===== src/design/fcf_pkg.sv =====
`default_nettype none

package fcf_pkg;

  // field widths fixed by the item formats
  localparam int unsigned PIX_W   = 16;
  localparam int unsigned DIM_W   = 11;
  localparam int unsigned BYTES_W = 22;
  localparam int unsigned CHG_W   = 2 * DIM_W;
  localparam int unsigned CNT_W   = 32;
  localparam int unsigned TOT_W   = 48;
  localparam int unsigned F21_W   = 21;

  localparam logic [F21_W-1:0] F21_MAX = '1;

  // default frame buffer geometry
  localparam int unsigned DEF_MAX_WIDTH  = 1024;
  localparam int unsigned DEF_MAX_HEIGHT = 1024;

  // one pixel request after frame control, entering the compare stage
  typedef struct packed {
    logic [PIX_W-1:0] pixel;
    logic             do_cmp;
    logic             first;
    logic             last;
    logic             bump_lock;
    logic             bump_mal;
    logic             cmp_done;
    logic [DIM_W-1:0] col;
    logic [DIM_W-1:0] row;
    logic [DIM_W-1:0] frm_w;
    logic [DIM_W-1:0] frm_h;
  } fcf_pix_t;

  // running frame summary after the compare stage
  typedef struct packed {
    logic             last;
    logic             bump_lock;
    logic             bump_mal;
    logic             cmp_done;
    logic [CHG_W-1:0] chg;
    logic [DIM_W-1:0] min_c;
    logic [DIM_W-1:0] min_r;
    logic [DIM_W-1:0] max_c;
    logic [DIM_W-1:0] max_r;
    logic [DIM_W-1:0] frm_w;
    logic [DIM_W-1:0] frm_h;
  } fcf_sum_t;

endpackage

`default_nettype wire


===== src/design/fcf_diff.sv =====
`default_nettype none

module fcf_diff import fcf_pkg::*; (
  input  logic             clk_i,
  input  logic             rst_ni,
  input  logic             s1_valid_i,
  input  fcf_pix_t         s1_i,
  input  logic [PIX_W-1:0] rdata_i,
  output logic             s1_ld_o,
  input  logic             take_i,
  output logic             s2_valid_o,
  output fcf_sum_t         s2_o
);

  logic [CHG_W-1:0] run_q;
  logic [DIM_W-1:0] minc_q, minr_q, maxc_q, maxr_q;
  logic             s2_v_q;
  fcf_sum_t         s2_q;

  logic             s2_ld;
  logic             move;
  logic             changed;
  logic [CHG_W-1:0] run0;
  logic [DIM_W-1:0] minc0, minr0, maxc0, maxr0;
  fcf_sum_t         sum_d;

  assign s2_ld   = !s2_v_q || take_i;
  assign s1_ld_o = !s1_valid_i || s2_ld;
  assign move    = s1_valid_i && s2_ld;

  // compare against the baseline and grow the changed box
  always_comb begin
    if (s1_i.first) begin
      run0  = '0;
      minc0 = s1_i.frm_w;
      minr0 = s1_i.frm_h;
      maxc0 = '0;
      maxr0 = '0;
    end else begin
      run0  = run_q;
      minc0 = minc_q;
      minr0 = minr_q;
      maxc0 = maxc_q;
      maxr0 = maxr_q;
    end
    changed         = s1_i.do_cmp && (rdata_i != s1_i.pixel);
    sum_d.last      = s1_i.last;
    sum_d.bump_lock = s1_i.bump_lock;
    sum_d.bump_mal  = s1_i.bump_mal;
    sum_d.cmp_done  = s1_i.cmp_done;
    sum_d.frm_w     = s1_i.frm_w;
    sum_d.frm_h     = s1_i.frm_h;
    sum_d.chg       = run0 + CHG_W'(changed);
    sum_d.min_c     = (changed && s1_i.col < minc0) ? s1_i.col : minc0;
    sum_d.min_r     = (changed && s1_i.row < minr0) ? s1_i.row : minr0;
    sum_d.max_c     = (changed && s1_i.col > maxc0) ? s1_i.col : maxc0;
    sum_d.max_r     = (changed && s1_i.row > maxr0) ? s1_i.row : maxr0;
  end

  // per-frame accumulators
  always_ff @(posedge clk_i or negedge rst_ni) begin
    if (!rst_ni) begin
      run_q  <= '0;
      minc_q <= '0;
      minr_q <= '0;
      maxc_q <= '0;
      maxr_q <= '0;
    end else if (move) begin
      run_q  <= sum_d.chg;
      minc_q <= sum_d.min_c;
      minr_q <= sum_d.min_r;
      maxc_q <= sum_d.max_c;
      maxr_q <= sum_d.max_r;
    end
  end

  // summary register
  always_ff @(posedge clk_i or negedge rst_ni) begin
    if (!rst_ni) begin
      s2_v_q <= 1'b0;
    end else if (s2_ld) begin
      s2_v_q <= s1_valid_i;
    end
  end

  always_ff @(posedge clk_i) begin
    if (move) begin
      s2_q <= sum_d;
    end
  end

  assign s2_valid_o = s2_v_q;
  assign s2_o       = s2_q;

endmodule

`default_nettype wire


===== config.mk =====
export PLATFORM = sky130hd
export DESIGN_NAME = fcf_diff
export DESIGN_NICKNAME = d
export VERILOG_FILES = /design/src/design/fcf_pkg.sv /design/src/design/fcf_diff.sv
export SDC_FILE = /design/constraint.sdc
export NUM_CORES = 1
export LEC_CHECK = 0
export BUFFER_PORTS_ARGS = -buffer_cell sky130_fd_sc_hd__buf_2
export CORE_UTILIZATION = 49
export DETAILED_ROUTE_END_ITERATION = 8
export MAX_ROUTING_LAYER = met4
export PLACE_DENSITY = 0.83
export SYNTH_ARGS = -nofsm -noshare
export SYNTH_HDL_FRONTEND = slang
export SYNTH_SLANG_ARGS = --single-unit

===== constraint.sdc =====
create_clock -name clk_i -period 4.5 [get_ports clk_i]
set_input_delay 0.45 -clock clk_i [delete_from_list [all_inputs] [get_ports clk_i]]
set_output_delay 0.45 -clock clk_i [all_outputs]
set_load 0.03 [all_outputs]

; Word-level counts from Yosys, hierarchy flattened
; Cells that the tools add are included.
[totals]
reg_bits = 159
in_bits = 86
out_inout_bits = 94
word_cells = 42
[op_classes]
add_sub_neg = 1
n_lt_le_gt_ge = 4
eq_ne = 1
n_mux = 9
reduce_logical = 10
[ops]
columns = cell, n
row1 = 11-bit two-way mux, 8
row2 = 22-bit by 1-bit adder with 22-bit output, 1
row3 = 11-bit > comparator, 2
row4 = 11-bit less-than comparator, 2
row5 = 22-bit two-way mux, 1
row6 = 16-bit != test, 1
row7 = 1-bit logical AND, 6
row8 = 1-bit zero test, 2
row9 = 1-bit logical OR, 2

; Depth between registers and ports, before layout
[logic_depth]
ltp_word = 4
ltp_mapped = 14
depth_no_buf = 11

; Worst setup path before layout
; No wires, ideal clock.
[synth_path]
path_kind = reg-to-reg
start = register s2_v_q, in the netlist s2_valid_o
end = register s2_q (netlist bit s2_o[0]) (enable)
setup_ns = 0.493
t_arrival_ns = 4.002
t_required_ns = 4.007
slack_ns = 0.005
stages_incl_launch_ff = 6
path_buffers = 2
synth_period_minus_slack_ns = 4.495
cell_sequence = dfrtp_1 > nand2b_1 > nand2_1 > inv_2 > buf_1 > clkbuf_1
[synth_via]
elab_chain_cells = 3
[synth_rtl]
columns = element, line
row1 = from (decl), fcf_diff.sv:17  ; logic s2_v_q;
row2 = from (signal assigned), fcf_diff.sv:82  ; s2_v_q <= s1_valid_i;
row3 = 1-bit zero test, fcf_diff.sv:27  ; assign s2_ld = !s2_v_q || take_i;
row4 = 1-bit logical OR, fcf_diff.sv:27
row5 = 1-bit logical AND, fcf_diff.sv:29  ; assign move = s1_valid_i && s2_ld;
row6 = via move, fcf_diff.sv:21  ; logic move;
row7 = to (signal assigned), fcf_diff.sv:88  ; s2_q <= sum_d;
row8 = to (decl), fcf_diff.sv:18  ; fcf_sum_t s2_q;
; The timed path passes the listed nets, and every way through them passes these cells.
; A chain may end at the register's enable or synchronous reset.

; Final worst setup path
[layout_path]
start = input s1_i[48] (netlist name)
end = register maxr_q[8]
[layout_via]
elab_chain_cells = 4
[layout_rtl]
columns = element, line
row1 = from (decl), fcf_diff.sv:7  ; input fcf_pix_t s1_i,
row2 = 11-bit two-way mux (*), fcf_diff.sv:33  ; if (s1_i.first) begin
row3 = 11-bit > comparator, fcf_diff.sv:57  ; sum_d.max_r = (changed && s1_i.row > maxr0) ? s1_i.row : maxr0;
row4 = 1-bit logical AND, fcf_diff.sv:57
row5 = 11-bit two-way mux (*), fcf_diff.sv:57
row6 = to (signal assigned), fcf_diff.sv:73  ; maxr_q <= sum_d.max_r;
row7 = to (decl), fcf_diff.sv:16  ; logic [DIM_W-1:0] minc_q, minr_q, maxc_q, maxr_q;
; Mark *: on every way between the ends. The rest lies on a longest branch, timed or not.

==> impl_metrics.py <==
metrics = {
    "clock_tree": {
        "postCtsHoldBufs": 0,
        "clk_path_buf_depth": 2,
        "cts_tree": "done",
        "cts_inserted_buffers": 17,
        "ctsResizeCount": 0,
        "cts-root-buf": "clkbuf_16",
        "htreeDepth": 4,
        "clock-sinks": 159,
        "clk_latency_ns": 0.44,
        "clk_pin_slew_worst_paths_ns": 0.07,
        "cts_setup_buffers": 0,
    },
    "sta": {
        "period_minus_slack_ns": 3.03,
        "worstMarginPinSlew_ns": 0.810,
        "fmax_mhz": 330,
        "setup_viol": 0,
        "final.setup_skew_ns": 0.00972,
        "hold_viol": 0,
        "rsz0062_at_grt": "false",
        "finalSetupTns_ns": 0,
        "drv_slew": 0,
        "finalCritPeriodShare": 0.673,
        "relSlewSlack": 0.460,
    },
    "worst_setup_path": {
        "cp.required_ns": 4.87,
        "worst-setup-path-type": "in2reg",
        "cpMostUsedCell": "a21o_1",
        "r2r_cells": 9,
        "endpoint_kind": "register",
        "cp.depth": 11,
        "arrival_ns": 3.40,
        "crit_fanout": 13,
        "critPathTopFamily": "compound AO/OA/AOI/OAI gates",
        "max_stage_delay_ns": 0.53,
        "slowest_stage": "o211ai_1",
        "cp_num_buf_inv": 3,
        "reg2reg_slack_ns": 1.80,
        "path_cells": "buf_2 -> inv_1 -> nand2_1 -> ha_1 -> a21o_1 -> a21o_1 -> a221oi_1 -> inv_1 -> o211ai_1 -> a21o_1 -> a22o_1",
        "crit_path_start_kind": "primary input",
    },
    "final_layout": {
        "synthToLayoutAreaGrowth_pct": 22.0,
        "stdcell_area_sq_um": 9760,
        "multiInputGateArea_sq_um": 3330,
        "ff_latch_area_sq_um": 4440,
        "final_util": 0.615,
        "final_common_cell": "buf_2",
        "nNetsFinal": 977,
        "most-common-layout-cells": "179 x buf_2, 92 x edfxtp_1, 82 x nand2_1, 68 x mux2i_1, 67 x dfrtp_1",
        "fillCellCount": 1253,
        "layout-drive-gt1-share": 0.273,
    },
    "die": {
        "dieArea_sq_um": 16800,
        "rows": 46,
        "die_h_um": 130,
        "die_w_um": 130,
        "initial_utilization": 0.504,
        "io-pin-count": 180,
        "core_sq_um": 15900,
    },
    "route": {
        "vias_per_cell": 5.36,
        "vias": 5772,
        "wl_mm": 17.7,
        "wl_per_cell_um": 16.4,
        "ant_nets": 0,
        "drt_iter0_markers": 404,
        "drc": 0,
        "dr.pass1.iters": 5,
    },
    "synthesis": {
        "async_flop_share": 0.421,
        "yosysUniqueCellTypes": 50,
        "synth-seq-cells": 159,
        "synth_edf_count": 92,
        "yosysWarnings": 0,
        "postSynthCellCount": 667,
        "yosysSeqAreaShare": 0.555,
        "synth.cell_area_sq_um": 8000,
        "syn_avg_cell_area_sq_um": 12.0,
        "synth_ff_type": "edfxtp_1",
        "synth_fp_nets": 797,
    },
    "global_routing": {
        "gr-total-overflow": 0,
        "grt_use_total": 0.227,
        "grt_pass1_wl_mm": 28.2,
        "grt_pass1_vias": 5621,
        "grt_max_degree": 67,
        "antenna_found_initial": 1,
    },
    "run_status": {
        "status": "finished, final reports clean",
    },
    "power": {
        "leakagePower_nw": 4.48,
        "p_per_area_nw_per_um2": 428,
        "worst_ir_drop_vdd_mv": 0.265,
    },
    "hold_path": {
        "hold_path.class": "in2async",
    },
    "placed_design": {
        "dp_hpwl_mm": 12.3,
        "place.gp.congestion": 0.812,
        "portBuffers": 179,
        "place_area_sq_um": 9140,
    },
    "run": {
        "max-cap-violations": 0,
    },
}
layout make-up:
class	instances	share of cell area
diodes	1	0.000256
clock buffers	23	0.0479
clock inverters	9	0.0161
inverters	27	0.0106
multi-input cells	452	0.341
flip-flops and latches	159	0.455
well taps	216	0.0277
repair buffers	190	0.101
worst register-to-register path, stage by stage (launching register included):
cell and delay [ns]:
dfrtp_1 0.34, nand2_1 0.08, ha_1 0.31, a21o_1 0.16
a21o_1 0.17, a221oi_1 0.29, inv_1 0.12, o211ai_1 0.53
a21o_1 0.45, a22o_1 0.19
path summary, 6_finish.rpt:
check	from	endpoint
max	s1_i[48]	maxr_q[8]$_DFFE_PN0P_
min	rst_ni	maxc_q[2]$_DFFE_PN0P_
max reg2reg	maxr_q[8]$_DFFE_PN0P_	maxr_q[8]$_DFFE_PN0P_
min reg2reg	run_q[0]$_DFFE_PN0P_	run_q[0]$_DFFE_PN0P_
max in group asynchronous	rst_ni	run_q[5]$_DFFE_PN0P_
min in group clk_i	s1_i[46]	s2_o[90]$_DFFE_PP_
synth_stat cells (3+ instances only):
cell type  number  area [sq um]
dfrtp_1        67          1680
nand3_1        12          60.1
o21a_1          4          30.0
o21ai_1         3          15.0
nor2_1         31           116
o21ai_0        12          60.1
a21oi_1        31           155
mux2i_1        68           681
nand4_1        11          68.8
nand2b_1       14          87.6
inv_1          26          97.6
nor3_1          9          45.0
or3_1           4          25.0
mux2_2         10           113
clkbuf_1       16          60.1
xor2_1          9          78.8
buf_2           7          35.0
xnor2_1        25           219
a2bb2oi_1      12           105
ha_1           44           551
a22o_1         22           193
buf_1           3          11.3
a21o_1         10          75.1
nor2b_1        12          75.1
edfxtp_1       92          2760
nand2_1        82           308
flip-flops by register name, summed over array words and instances, names as in the netlist:
register / flops
maxr_q: 11
minc_q: 11
s2_valid_o: 1
run_q: 22
s2_o: 92
maxc_q: 11
minr_q: 11
stage by stage:
step,hold WS (ns),instances,power (mW),setup slack [ns]
3_5_place_dp,0.483,1044,2.67,1.04
6_report,0.0639,1077,4.18,1.47
5_1_grt,0.137,1077,4.34,1.26
2_1_floorplan,0.154,667,2.42,0.00508
4_1_cts,0.0916,1076,4.19,1.47
3_3_place_gp,0.478,1044,2.64,1.11
per-layer routing:
layer  vias up  part of all wire  GRT usage
li1       2785                 -          -
met5         -                 0          -
met1      2769              0.45      0.296
met3        28             0.061     0.0517
met2       190              0.48      0.350
met4         0             0.016     0.0807
cells by family after synthesis:
family,synth area share
flip-flops,0.555
AO/OA/AOI/OAI,0.101
AND/OR/NAND/NOR,0.108
XOR/XNOR,0.0372
multiplexers,0.101
buffers and inverters,0.0297
adder cells (fa/ha/maj),0.0688
power by group:
part	switching [mW]	leakage (nW)	internal [mW]	total, mW
sequential	0.0744	1.74	1.74	1.81
clock	0.574	0.298	0.959	1.53
combinational	0.506	2.44	0.330	0.836
Note: power is estimated with default switching activity, not from simulation.
