[config.mk]
export PLATFORM = sky130hd
export DESIGN_NAME = fcf_census_flat
export DESIGN_NICKNAME = d
export VERILOG_FILES = /design/src/design/fcf_pkg.sv /design/src/design/fcf_if.sv /design/src/design/fcf_census.sv /design/src/flat_wrapper.sv
export SDC_FILE = /design/constraint.sdc
export NUM_CORES = 2
export LEC_CHECK = 0
export BUFFER_PORTS_ARGS = -buffer_cell sky130_fd_sc_hd__buf_2
export CAP_MARGIN = 30
export CORE_ASPECT_RATIO = 0.8
export CORE_MARGIN = 2
export CORE_UTILIZATION = 55
export DETAILED_ROUTE_END_ITERATION = 10
export HOLD_SLACK_MARGIN = 0.1
export PLACE_DENSITY = 0.87
export RECOVER_POWER = 25
export SYNTH_ARGS = -nofsm -noshare
export SYNTH_HDL_FRONTEND = slang
export SYNTH_SLANG_ARGS = --single-unit
export TNS_END_PERCENT = 1
[constraint.sdc]
create_clock -name clk_i -period 14.85 [get_ports clk_i]
set_input_delay 3.7125 -clock clk_i [delete_from_list [all_inputs] [get_ports clk_i]]
set_output_delay 3.7125 -clock clk_i [all_outputs]
set_load 0.03 [all_outputs]
[src/design/fcf_pkg.sv]
`default_nettype none

package fcf_pkg;

  // field widths fixed by the item formats
  localparam int unsigned PIX_W   = 16;
  localparam int unsigned DIM_W   = 11;
  localparam int unsigned BYTES_W = 22;
  localparam int unsigned CHG_W   = 2 * DIM_W;
  localparam int unsigned CNT_W   = 32;
  localparam int unsigned TOT_W   = 48;
  localparam int unsigned F21_W   = 21;

  localparam logic [F21_W-1:0] F21_MAX = '1;

  // default frame buffer geometry
  localparam int unsigned DEF_MAX_WIDTH  = 1024;
  localparam int unsigned DEF_MAX_HEIGHT = 1024;

  // one pixel request after frame control, entering the compare stage
  typedef struct packed {
    logic [PIX_W-1:0] pixel;
    logic             do_cmp;
    logic             first;
    logic             last;
    logic             bump_lock;
    logic             bump_mal;
    logic             cmp_done;
    logic [DIM_W-1:0] col;
    logic [DIM_W-1:0] row;
    logic [DIM_W-1:0] frm_w;
    logic [DIM_W-1:0] frm_h;
  } fcf_pix_t;

  // running frame summary after the compare stage
  typedef struct packed {
    logic             last;
    logic             bump_lock;
    logic             bump_mal;
    logic             cmp_done;
    logic [CHG_W-1:0] chg;
    logic [DIM_W-1:0] min_c;
    logic [DIM_W-1:0] min_r;
    logic [DIM_W-1:0] max_c;
    logic [DIM_W-1:0] max_r;
    logic [DIM_W-1:0] frm_w;
    logic [DIM_W-1:0] frm_h;
  } fcf_sum_t;

endpackage

`default_nettype wire

[src/design/fcf_if.sv]
`default_nettype none


// frame statistics channel
interface fcf_stat_if import fcf_pkg::*; ();
  logic             valid;
  logic             ready;
  logic [F21_W-1:0] frame_changed_pixels;
  logic [CNT_W-1:0] lock_count;
  logic [CNT_W-1:0] compared_count;
  logic [CNT_W-1:0] unchanged_count;
  logic [CNT_W-1:0] partial_extent_count;
  logic [CNT_W-1:0] full_extent_count;
  logic [CNT_W-1:0] all_changed_count;
  logic [CNT_W-1:0] malformed_count;
  logic [TOT_W-1:0] total_changed_pixels;
  logic [F21_W-1:0] max_changed_pixels;
  logic [F21_W-1:0] max_box_pixels;

  modport source (
    output valid, frame_changed_pixels, lock_count, compared_count, unchanged_count,
           partial_extent_count, full_extent_count, all_changed_count, malformed_count,
           total_changed_pixels, max_changed_pixels, max_box_pixels,
    input  ready
  );
  modport sink (
    input  valid, frame_changed_pixels, lock_count, compared_count, unchanged_count,
           partial_extent_count, full_extent_count, all_changed_count, malformed_count,
           total_changed_pixels, max_changed_pixels, max_box_pixels,
    output ready
  );
endinterface

`default_nettype wire

[src/design/fcf_census.sv]
`default_nettype none

module fcf_census import fcf_pkg::*; (
  input  logic       clk_i,
  input  logic       rst_ni,
  input  logic       s2_valid_i,
  input  fcf_sum_t   s2_i,
  output logic       take_o,
  fcf_stat_if.source stat_o
);

  typedef struct packed {
    logic             last;
    logic             bump_lock;
    logic             bump_mal;
    logic             cmp_done;
    logic [CHG_W-1:0] chg;
    logic [DIM_W-1:0] bw;
    logic [DIM_W-1:0] bh;
    logic             full_ext;
    logic [CHG_W-1:0] wh;
  } dims_t;

  typedef struct packed {
    logic             last;
    logic             bump_lock;
    logic             bump_mal;
    logic             cmp_done;
    logic [CHG_W-1:0] chg;
    logic [CHG_W-1:0] area;
    logic             full_ext;
    logic             all_chg;
  } area_t;

  typedef struct packed {
    logic [F21_W-1:0] frame_changed;
    logic [CNT_W-1:0] lock;
    logic [CNT_W-1:0] compared;
    logic [CNT_W-1:0] unchanged;
    logic [CNT_W-1:0] partial;
    logic [CNT_W-1:0] full;
    logic [CNT_W-1:0] all_chg;
    logic [CNT_W-1:0] malformed;
    logic [TOT_W-1:0] total;
    logic [F21_W-1:0] max_chg;
    logic [F21_W-1:0] max_box;
  } stats_t;

  function automatic logic [CNT_W-1:0] sat_inc(logic [CNT_W-1:0] v, logic en);
    logic [CNT_W-1:0] r;
    r = (en && v != '1) ? v + CNT_W'(1) : v;
    return r;
  endfunction

  function automatic logic [F21_W-1:0] clip21(logic [CHG_W-1:0] v);
    logic [F21_W-1:0] r;
    r = (v > CHG_W'(F21_MAX)) ? F21_MAX : F21_W'(v);
    return r;
  endfunction

  logic          s3_v_q, s4_v_q, out_v_q;
  dims_t         s3_q, s3_d;
  area_t         s4_q, s4_d;
  stats_t        st_q, st_d;
  stats_t        res_q;
  logic          ld3, ld4;
  logic          leave4;
  logic          load_res;
  logic [TOT_W:0] tot_sum;

  // stall only when a result meets a full output register
  assign ld4      = !s4_v_q || !s4_q.last || !out_v_q || stat_o.ready;
  assign ld3      = !s3_v_q || ld4;
  assign take_o   = ld3;
  assign leave4   = s4_v_q && ld4;
  assign load_res = leave4 && s4_q.last;

  // box extent and frame area
  always_comb begin
    s3_d.last      = s2_i.last;
    s3_d.bump_lock = s2_i.bump_lock;
    s3_d.bump_mal  = s2_i.bump_mal;
    s3_d.cmp_done  = s2_i.cmp_done;
    s3_d.chg       = s2_i.chg;
    s3_d.bw        = s2_i.max_c - s2_i.min_c + DIM_W'(1);
    s3_d.bh        = s2_i.max_r - s2_i.min_r + DIM_W'(1);
    s3_d.full_ext  = (s2_i.min_c == '0) && (s2_i.min_r == '0) &&
                     (s2_i.max_c + DIM_W'(1) == s2_i.frm_w) &&
                     (s2_i.max_r + DIM_W'(1) == s2_i.frm_h);
    s3_d.wh        = CHG_W'(s2_i.frm_w) * CHG_W'(s2_i.frm_h);
  end

  // box area and all-changed test
  always_comb begin
    s4_d.last      = s3_q.last;
    s4_d.bump_lock = s3_q.bump_lock;
    s4_d.bump_mal  = s3_q.bump_mal;
    s4_d.cmp_done  = s3_q.cmp_done;
    s4_d.chg       = s3_q.chg;
    s4_d.area      = CHG_W'(s3_q.bw) * CHG_W'(s3_q.bh);
    s4_d.full_ext  = s3_q.full_ext;
    s4_d.all_chg   = (s3_q.chg == s3_q.wh);
  end

  // statistics update
  always_comb begin
    st_d               = st_q;
    st_d.frame_changed = '0;
    tot_sum            = {1'b0, st_q.total} + (TOT_W + 1)'(s4_q.chg);
    st_d.lock          = sat_inc(st_q.lock, s4_q.bump_lock);
    st_d.malformed     = sat_inc(st_q.malformed, s4_q.bump_mal);
    if (s4_q.cmp_done) begin
      st_d.frame_changed = clip21(s4_q.chg);
      st_d.compared      = sat_inc(st_q.compared, 1'b1);
      st_d.total         = tot_sum[TOT_W] ? '1 : tot_sum[TOT_W-1:0];
      if (s4_q.chg > CHG_W'(st_q.max_chg)) begin
        st_d.max_chg = clip21(s4_q.chg);
      end
      if (s4_q.chg == '0) begin
        st_d.unchanged = sat_inc(st_q.unchanged, 1'b1);
      end else begin
        if (s4_q.area > CHG_W'(st_q.max_box)) begin
          st_d.max_box = clip21(s4_q.area);
        end
        st_d.full    = sat_inc(st_q.full, s4_q.full_ext);
        st_d.partial = sat_inc(st_q.partial, !s4_q.full_ext);
        st_d.all_chg = sat_inc(st_q.all_chg, s4_q.all_chg);
      end
    end
  end

  // stage valids, counters and output request
  always_ff @(posedge clk_i or negedge rst_ni) begin
    if (!rst_ni) begin
      s3_v_q  <= 1'b0;
      s4_v_q  <= 1'b0;
      out_v_q <= 1'b0;
      st_q    <= '0;
    end else begin
      if (ld3) begin
        s3_v_q <= s2_valid_i;
      end
      if (ld4) begin
        s4_v_q <= s3_v_q;
      end
      if (leave4) begin
        st_q <= st_d;
      end
      if (load_res) begin
        out_v_q <= 1'b1;
      end else if (stat_o.ready) begin
        out_v_q <= 1'b0;
      end
    end
  end

  // stage payloads
  always_ff @(posedge clk_i) begin
    if (ld3 && s2_valid_i) begin
      s3_q <= s3_d;
    end
    if (ld4 && s3_v_q) begin
      s4_q <= s4_d;
    end
    if (load_res) begin
      res_q <= st_d;
    end
  end

  assign stat_o.valid                = out_v_q;
  assign stat_o.frame_changed_pixels = res_q.frame_changed;
  assign stat_o.lock_count           = res_q.lock;
  assign stat_o.compared_count       = res_q.compared;
  assign stat_o.unchanged_count      = res_q.unchanged;
  assign stat_o.partial_extent_count = res_q.partial;
  assign stat_o.full_extent_count    = res_q.full;
  assign stat_o.all_changed_count    = res_q.all_chg;
  assign stat_o.malformed_count      = res_q.malformed;
  assign stat_o.total_changed_pixels = res_q.total;
  assign stat_o.max_changed_pixels   = res_q.max_chg;
  assign stat_o.max_box_pixels       = res_q.max_box;

  // unchanged and partial frames are subsets of compared frames
  assert property (@(posedge clk_i) disable iff (!rst_ni)
    (st_q.unchanged <= st_q.compared) && (st_q.partial <= st_q.compared))
    else $error("frame class count above compared count");

  // lock count never goes back
  assert property (@(posedge clk_i) disable iff (!rst_ni)
    1'b1 |=> st_q.lock >= $past(st_q.lock))
    else $error("lock count decreased");

endmodule

`default_nettype wire

[src/flat_wrapper.sv]
// flat-port wrapper written by rule: the top's interface ports become plain ports
module fcf_census_flat import fcf_pkg::*;
  (clk_i, rst_ni, s2_valid_i, s2_i, take_o, stat_o_valid, stat_o_frame_changed_pixels, stat_o_lock_count, stat_o_compared_count, stat_o_unchanged_count, stat_o_partial_extent_count, stat_o_full_extent_count, stat_o_all_changed_count, stat_o_malformed_count, stat_o_total_changed_pixels, stat_o_max_changed_pixels, stat_o_max_box_pixels, stat_o_ready);
  fcf_stat_if stat_o_i ();
  input  logic clk_i;
  input  logic rst_ni;
  input  logic s2_valid_i;
  input  fcf_sum_t s2_i;
  output logic take_o;
  output wire logic [$bits(stat_o_i.valid)-1:0] stat_o_valid;
  output wire logic [$bits(stat_o_i.frame_changed_pixels)-1:0] stat_o_frame_changed_pixels;
  output wire logic [$bits(stat_o_i.lock_count)-1:0] stat_o_lock_count;
  output wire logic [$bits(stat_o_i.compared_count)-1:0] stat_o_compared_count;
  output wire logic [$bits(stat_o_i.unchanged_count)-1:0] stat_o_unchanged_count;
  output wire logic [$bits(stat_o_i.partial_extent_count)-1:0] stat_o_partial_extent_count;
  output wire logic [$bits(stat_o_i.full_extent_count)-1:0] stat_o_full_extent_count;
  output wire logic [$bits(stat_o_i.all_changed_count)-1:0] stat_o_all_changed_count;
  output wire logic [$bits(stat_o_i.malformed_count)-1:0] stat_o_malformed_count;
  output wire logic [$bits(stat_o_i.total_changed_pixels)-1:0] stat_o_total_changed_pixels;
  output wire logic [$bits(stat_o_i.max_changed_pixels)-1:0] stat_o_max_changed_pixels;
  output wire logic [$bits(stat_o_i.max_box_pixels)-1:0] stat_o_max_box_pixels;
  input wire logic [$bits(stat_o_i.ready)-1:0] stat_o_ready;
  assign stat_o_valid = stat_o_i.valid;
  assign stat_o_frame_changed_pixels = stat_o_i.frame_changed_pixels;
  assign stat_o_lock_count = stat_o_i.lock_count;
  assign stat_o_compared_count = stat_o_i.compared_count;
  assign stat_o_unchanged_count = stat_o_i.unchanged_count;
  assign stat_o_partial_extent_count = stat_o_i.partial_extent_count;
  assign stat_o_full_extent_count = stat_o_i.full_extent_count;
  assign stat_o_all_changed_count = stat_o_i.all_changed_count;
  assign stat_o_malformed_count = stat_o_i.malformed_count;
  assign stat_o_total_changed_pixels = stat_o_i.total_changed_pixels;
  assign stat_o_max_changed_pixels = stat_o_i.max_changed_pixels;
  assign stat_o_max_box_pixels = stat_o_i.max_box_pixels;
  assign stat_o_i.ready = stat_o_ready;
  fcf_census u_core (.clk_i(clk_i), .rst_ni(rst_ni), .s2_valid_i(s2_valid_i), .s2_i(s2_i), .take_o(take_o), .stat_o(stat_o_i));
endmodule
[Word level (Yosys, flattened, before mapping)]
Cells that the tools add are included.
Operators by class
  add/sub/neg operators: 14
  multipliers: 2
  order comparisons: 4
  equal/unequal tests: 10
  multiplexer cells: 19
  reductions and logical operators: 25
Operator list (number)
  32-bit two-way mux: 8
  32-bit by 1-bit adder with 32-bit output (second input constant): 7
  32-bit != test (second input constant): 7
  160-bit two-way mux: 1
  21-bit two-way mux: 5
  96-bit two-way mux: 1
  90-bit two-way mux: 1
  48-bit by 22-bit adder with 49-bit output: 1
  48-bit two-way mux: 1
  11-bit by 1-bit adder with 11-bit output (second input constant): 4
  22-bit by 21-bit greater-than comparator with 1-bit output: 2
  22-bit by 21-bit greater-than comparator with 1-bit output (second input constant): 2
  11-bit by 11-bit multiplier with 22-bit output: 2
  11-bit equality test: 2
  22-bit equality test: 1
  11-bit logical NOT: 2
  22-bit logical NOT: 1
  11-bit subtractor: 2
  1-bit logical AND: 12
  1-bit logical NOT: 5
  1-bit logical OR: 4
  1-bit two-way mux: 2
  2-bit nonzero test: 1
Storage, ports and cells
  flip-flop bits (word level): 773
  input bits: 96
  output and inout port bits: 337
  logic and storage cells: 115

[Depth between registers and ports, before layout]
  word-level depth: 7
  depth in mapped cells: 22
  mapped depth without buffers: 21

[Least setup slack after synthesis]
No wires, ideal clock.
  path type: input-to-reg
  start: in stat_o_ready
  end: reg u_core.res_q (netlist bit u_core.stat_o.all_changed_count[0]), enable pin
  setup time: 1.039 ns
  arrival time: 17.659 ns
  required time: 13.811 ns
  path slack: -3.848 ns
  cell stages on the path: 2
  buffers on the path: 0
  path through: nor2b_1 > nor2_1
Between the ends
  longest elaborated chain between the ends: 3
Ends and longest elaborated chain
  from (decl): line flat_wrapper.sv:22  | input wire logic [$bits(stat_o_i.ready)-1:0] stat_o_ready;
  1-bit logical OR: line fcf_census.sv:72  | assign ld4 = !s4_v_q || !s4_q.last || !out_v_q || stat_o.ready;
  1-bit logical AND: line fcf_census.sv:75  | assign leave4 = s4_v_q && ld4;
  1-bit logical AND: line fcf_census.sv:76  | assign load_res = leave4 && s4_q.last;
  net u_core.load_res: line fcf_census.sv:68  | logic load_res;
  to (signal assigned): line fcf_census.sv:166  | res_q <= st_d;
  to (decl): line fcf_census.sv:65  | stats_t res_q;
The timed path passes the listed nets, and every way through them passes these cells.
A chain may end at the register's enable or synchronous reset.

==> metrics.md <==
| Metric | Value |
|---|---|
| Status | `finished with violations` |
| Failing checks | `capacitance limit, slew limit` |
| Ratio of total power to cell area | `roughly 180 nW/um^2` |
| Clock slew at reported path FFs | `0.06 ns` |
| Combinational power share | `about 44%` |
| CP arrival | `approximately 9.6 ns` |
| Mapped Nets | `4585` |
| F_max | `0.114 GHz` |
| Final Slew Violations | `around 190` |
| Stages on the worst setup path | `5` |
| Number of flops mapped to enable cells by yosys | `around 460` |
| CTS tree | `built` |
| Seq cells post-synth | `between 700 and 800` |
| Final TNS setup | `0 ns` |
| NetSw | `approximately 3.4 mW` |
| Power share of the sequential group | `between 30% and 40%` |
| Leak | `between 20 and 25 nW` |
| Fraction of registers with async set or reset after synthesis | `around 40%` |
| Register Area | `roughly 22000 sq um` |
| Global-route wire length before repair | `~170 mm` |
| Initial core utilization | `55.4%` |
| Antenna-violating nets left | `0` |
| Crit path capture type | `async pin` |
| Worst r2r path cells | `8` |
| Vias per inst | `about 5.7` |
| DR vias | `~32000` |
| DP Wirelength | `roughly 77 mm` |
| Clock share of power | `between 20% and 30%` |
| Max stage delay on crit path | `between 4 and 5 ns` |
| Initial antenna violation count | `1` |
| Post-Synthesis Cells | `~4000` |
| Least-Margin Pin Slew | `~6.1 ns` |
| Final setup viols | `0` |
| Vias in the first global route | `roughly 32000` |
| Pin count of the biggest net entering global routing | `about 190` |
| Post-cts sizing count | `0` |
| Slowest cell on crit path | `clkbuf_1` |
| FP Rows | `93` |
| Mean Syn Cell Area | `roughly 11 sq um` |
| GPL Wtd Cong | `between 0.9 and 1` |
| WL final | `about 110 mm` |
| CTS Sinks | `~770` |
| Die Wd | `around 320 microns` |
| Post-CTS Setup Bufs | `0` |
| Final cell count without fillers | `about 5600` |
| Gr usage total | `between 20 and 30%` |
| Skew final | `between 0.02 and 0.025 ns` |
| Internal | `5.53 mW` |
| Worst path buffer plus inverter count | `5` |
| Hold buffers post-CTS | `0` |
| Layout cells sized above 1 | `between 10 and 15%` |
| Port-buffer cells | `~430` |
| Hold slack | `0.419 ns` |
| Die extent in y | `roughly 260 microns` |
| Primary FF master, synth | `edfxtp_1` |
| Placed Instances | `around 5400` |
| First-pass DRT Iterations | `6` |
| H-Tree Level Count | `3` |
| Crit-path cells | `clkbuf_1 -> buf_4 -> buf_16 -> buf_4 -> buf_16` |
| Critical path launch point type | `input pin` |
| Hold Vio Cnt, Final | `0` |
| Core area | `between 80000 and 90000 sq um` |
| Fin nets | `4976` |
| Unrepaired setup endpoints after global routing | `false` |
| WHS Path Cells | `0` |
| GRT overflow | `0` |
| Synth unique cells | `80` |
| Clk_lat worst skew | `0.64 ns` |
| Critical path peak fanout | `110` |
| Worst Hold Class | `reg2reg` |
| Post-DR wirelength/cell | `19.0 microns` |
| Sequential-to-total area share from yosys stat | `48.6%` |
| ANT cells | `0` |
| Req. time, crit path | `15.63 ns` |
| Max Root-Sink Buffers | `3` |
| IO Count | `433` |
| Die area | `83200 sq um` |
| Ys Warns | `0` |
| Area of the multi-input gates | `roughly 21000 sq um` |
| Mapped Area | `about 45000 sq um` |
| CTS Buf Count | `between 70 and 80` |
| Clock root buffer | `clkbuf_16` |
| VDD IR max | `approximately 0.00024 V` |
| Total of max-cap violations | `3` |
| Sw frac | `a little under two fifths` |
| Final core occ | `around 63%` |
| Filler cells | `about 6000` |
| Iter 0 DRT Violations | `3124` |
| Rel. slew slack | `-305%` |
| Critical path class | `in2async` |
| Top Family by Delay on Critical Path | `buffers and inverters` |
| Tmin final | `between 8 and 9 ns` |
| Area growth syn-to-layout | `12.9%` |
| Period utilization | `between 50% and 60%` |
| DRC errors left | `0` |
power by group through the flow:
stage          combinational [mW]  clock (mW)  sequential [mW]
2_1_floorplan                2.89           0             3.06
3_3_place_gp                 3.66           0             2.99
3_5_place_dp                 3.82           0             3.01
4_1_cts                      3.87        2.07             2.97
5_1_grt                      4.42        2.15             3.00
6_report                     3.88        2.04             2.98
layer usage:
metal / track usage, % / part of all wire [%] / wire, microns
met1: 34.1 / 41 / 43000
met2: 41.8 / 48 / 50500
met3: 4.31 / 7.6 / 8010
met4: 10.5 / 4.3 / 4590
met5: 0 / 0 / 0
area by class of cell:
| type | instances | share of cell area (%) |
|---|---|---|
| clock buffer | 104 | 4.20 |
| clock inverter | 42 | 1.11 |
| inverter | 336 | 2.51 |
| multi-input combinational | 2838 | 41.7 |
| sequential | 773 | 43.0 |
| tap | 1045 | 2.60 |
| timing repair buffer | 459 | 4.85 |
per-stage QoR:
step / area (sq um) / setup slack, ns / power, mW
3_3_place_gp: 47600 / 5.70 / 6.66
5_1_grt: 50200 / 4.94 / 9.57
2_1_floorplan: 44500 / 1.80 / 5.95
3_5_place_dp: 47700 / 5.54 / 6.83
4_1_cts: 50300 / 6.25 / 8.92
6_report: 50200 / 6.05 / 8.90
worst register-to-register path, delay by kind of cell, from the launching register on:
kind | cells | cell delay [ns]
compound gates | 2 | 2.55
buf+inv | 1 | 2.38
simple gates | 4 | 1.47
flops | 1 | 0.32
xor+xnor | 1 | 0.09
cells in the final DEF (no fill, tap or decap), drive strengths merged, types with 163 or more instances in the layout:
| cell | count |
|---|---|
| xnor2 | 332 |
| nand3 | 170 |
| nor2 | 366 |
| and2 | 170 |
| fa | 163 |
| edfxtp | 456 |
| nand2 | 415 |
| dfrtp | 317 |
| buf | 446 |
| inv | 339 |
| xor2 | 223 |
| ha | 231 |
cell usage after synthesis, types with 121 or more instances:
library cell,n,area (sq um)
dfrtp_1,317,7930
nand3_1,162,811
edfxtp_1,456,13700
a21oi_1,159,796
nor2_1,363,1360
clkbuf_1,121,454
xnor2_1,332,2910
fa_1,163,3260
xor2_1,223,1950
and2_1,169,1060
inv_1,336,1260
ha_1,231,2890
nand2_1,414,1550
state kept, by name (all words and copies together), names as in the netlist:
| signal | cells |
|---|---|
| u_core.s3_q | 71 |
| u_core.st_q | 314 |
| u_core.s4_q | 50 |
| u_core.stat_o.max_changed_pixels | 21 |
| u_core.stat_o.full_extent_count | 32 |
| u_core.stat_o.malformed_count | 32 |
| u_core.s4_v_q | 1 |
| u_core.stat_o.unchanged_count | 32 |
| u_core.stat_o.max_box_pixels | 21 |
| u_core.stat_o.lock_count | 32 |
| u_core.stat_o.frame_changed_pixels | 21 |
| u_core.stat_o.all_changed_count | 32 |
| u_core.stat_o.partial_extent_count | 32 |
| u_core.stat_o.compared_count | 32 |
| u_core.stat_o.total_changed_pixels | 48 |
| u_core.s3_v_q | 1 |
| u_core.stat_o.valid | 1 |
worst paths after layout:
path	from	endpoint	slack (ns)
setup / recovery	rst_ni	u_core.st_q[288]	6.05
hold / removal	u_core.s3_q[68]	u_core.s4_q[47]	0.42
setup reg to reg	u_core.s4_q[46]	u_core.stat_o.full_extent_count[29]	7.82
hold reg to reg	u_core.s3_q[68]	u_core.s4_q[47]	0.42
max in group clk_i	s2_i[14]	u_core.s3_q[21]	6.20
min in group asynchronous	rst_ni	u_core.st_q[191]	5.33
cells by family (layout without fill, tap and decap cells):
logic type	count (synthesis)	count (layout)	share of synthesized area [%]
and+or+nand+nor	1450	1450	15.8
DFF	773	773	48.6
xor gates and xnor gates	555	555	10.9
buffers and inverters	484	941	4.13
adders and majority gates	394	394	13.8
AOI/OAI and AO/OA	387	387	5.46
muxes	52	52	1.31
No activity file was read; power rests on OpenSTA's default activity.
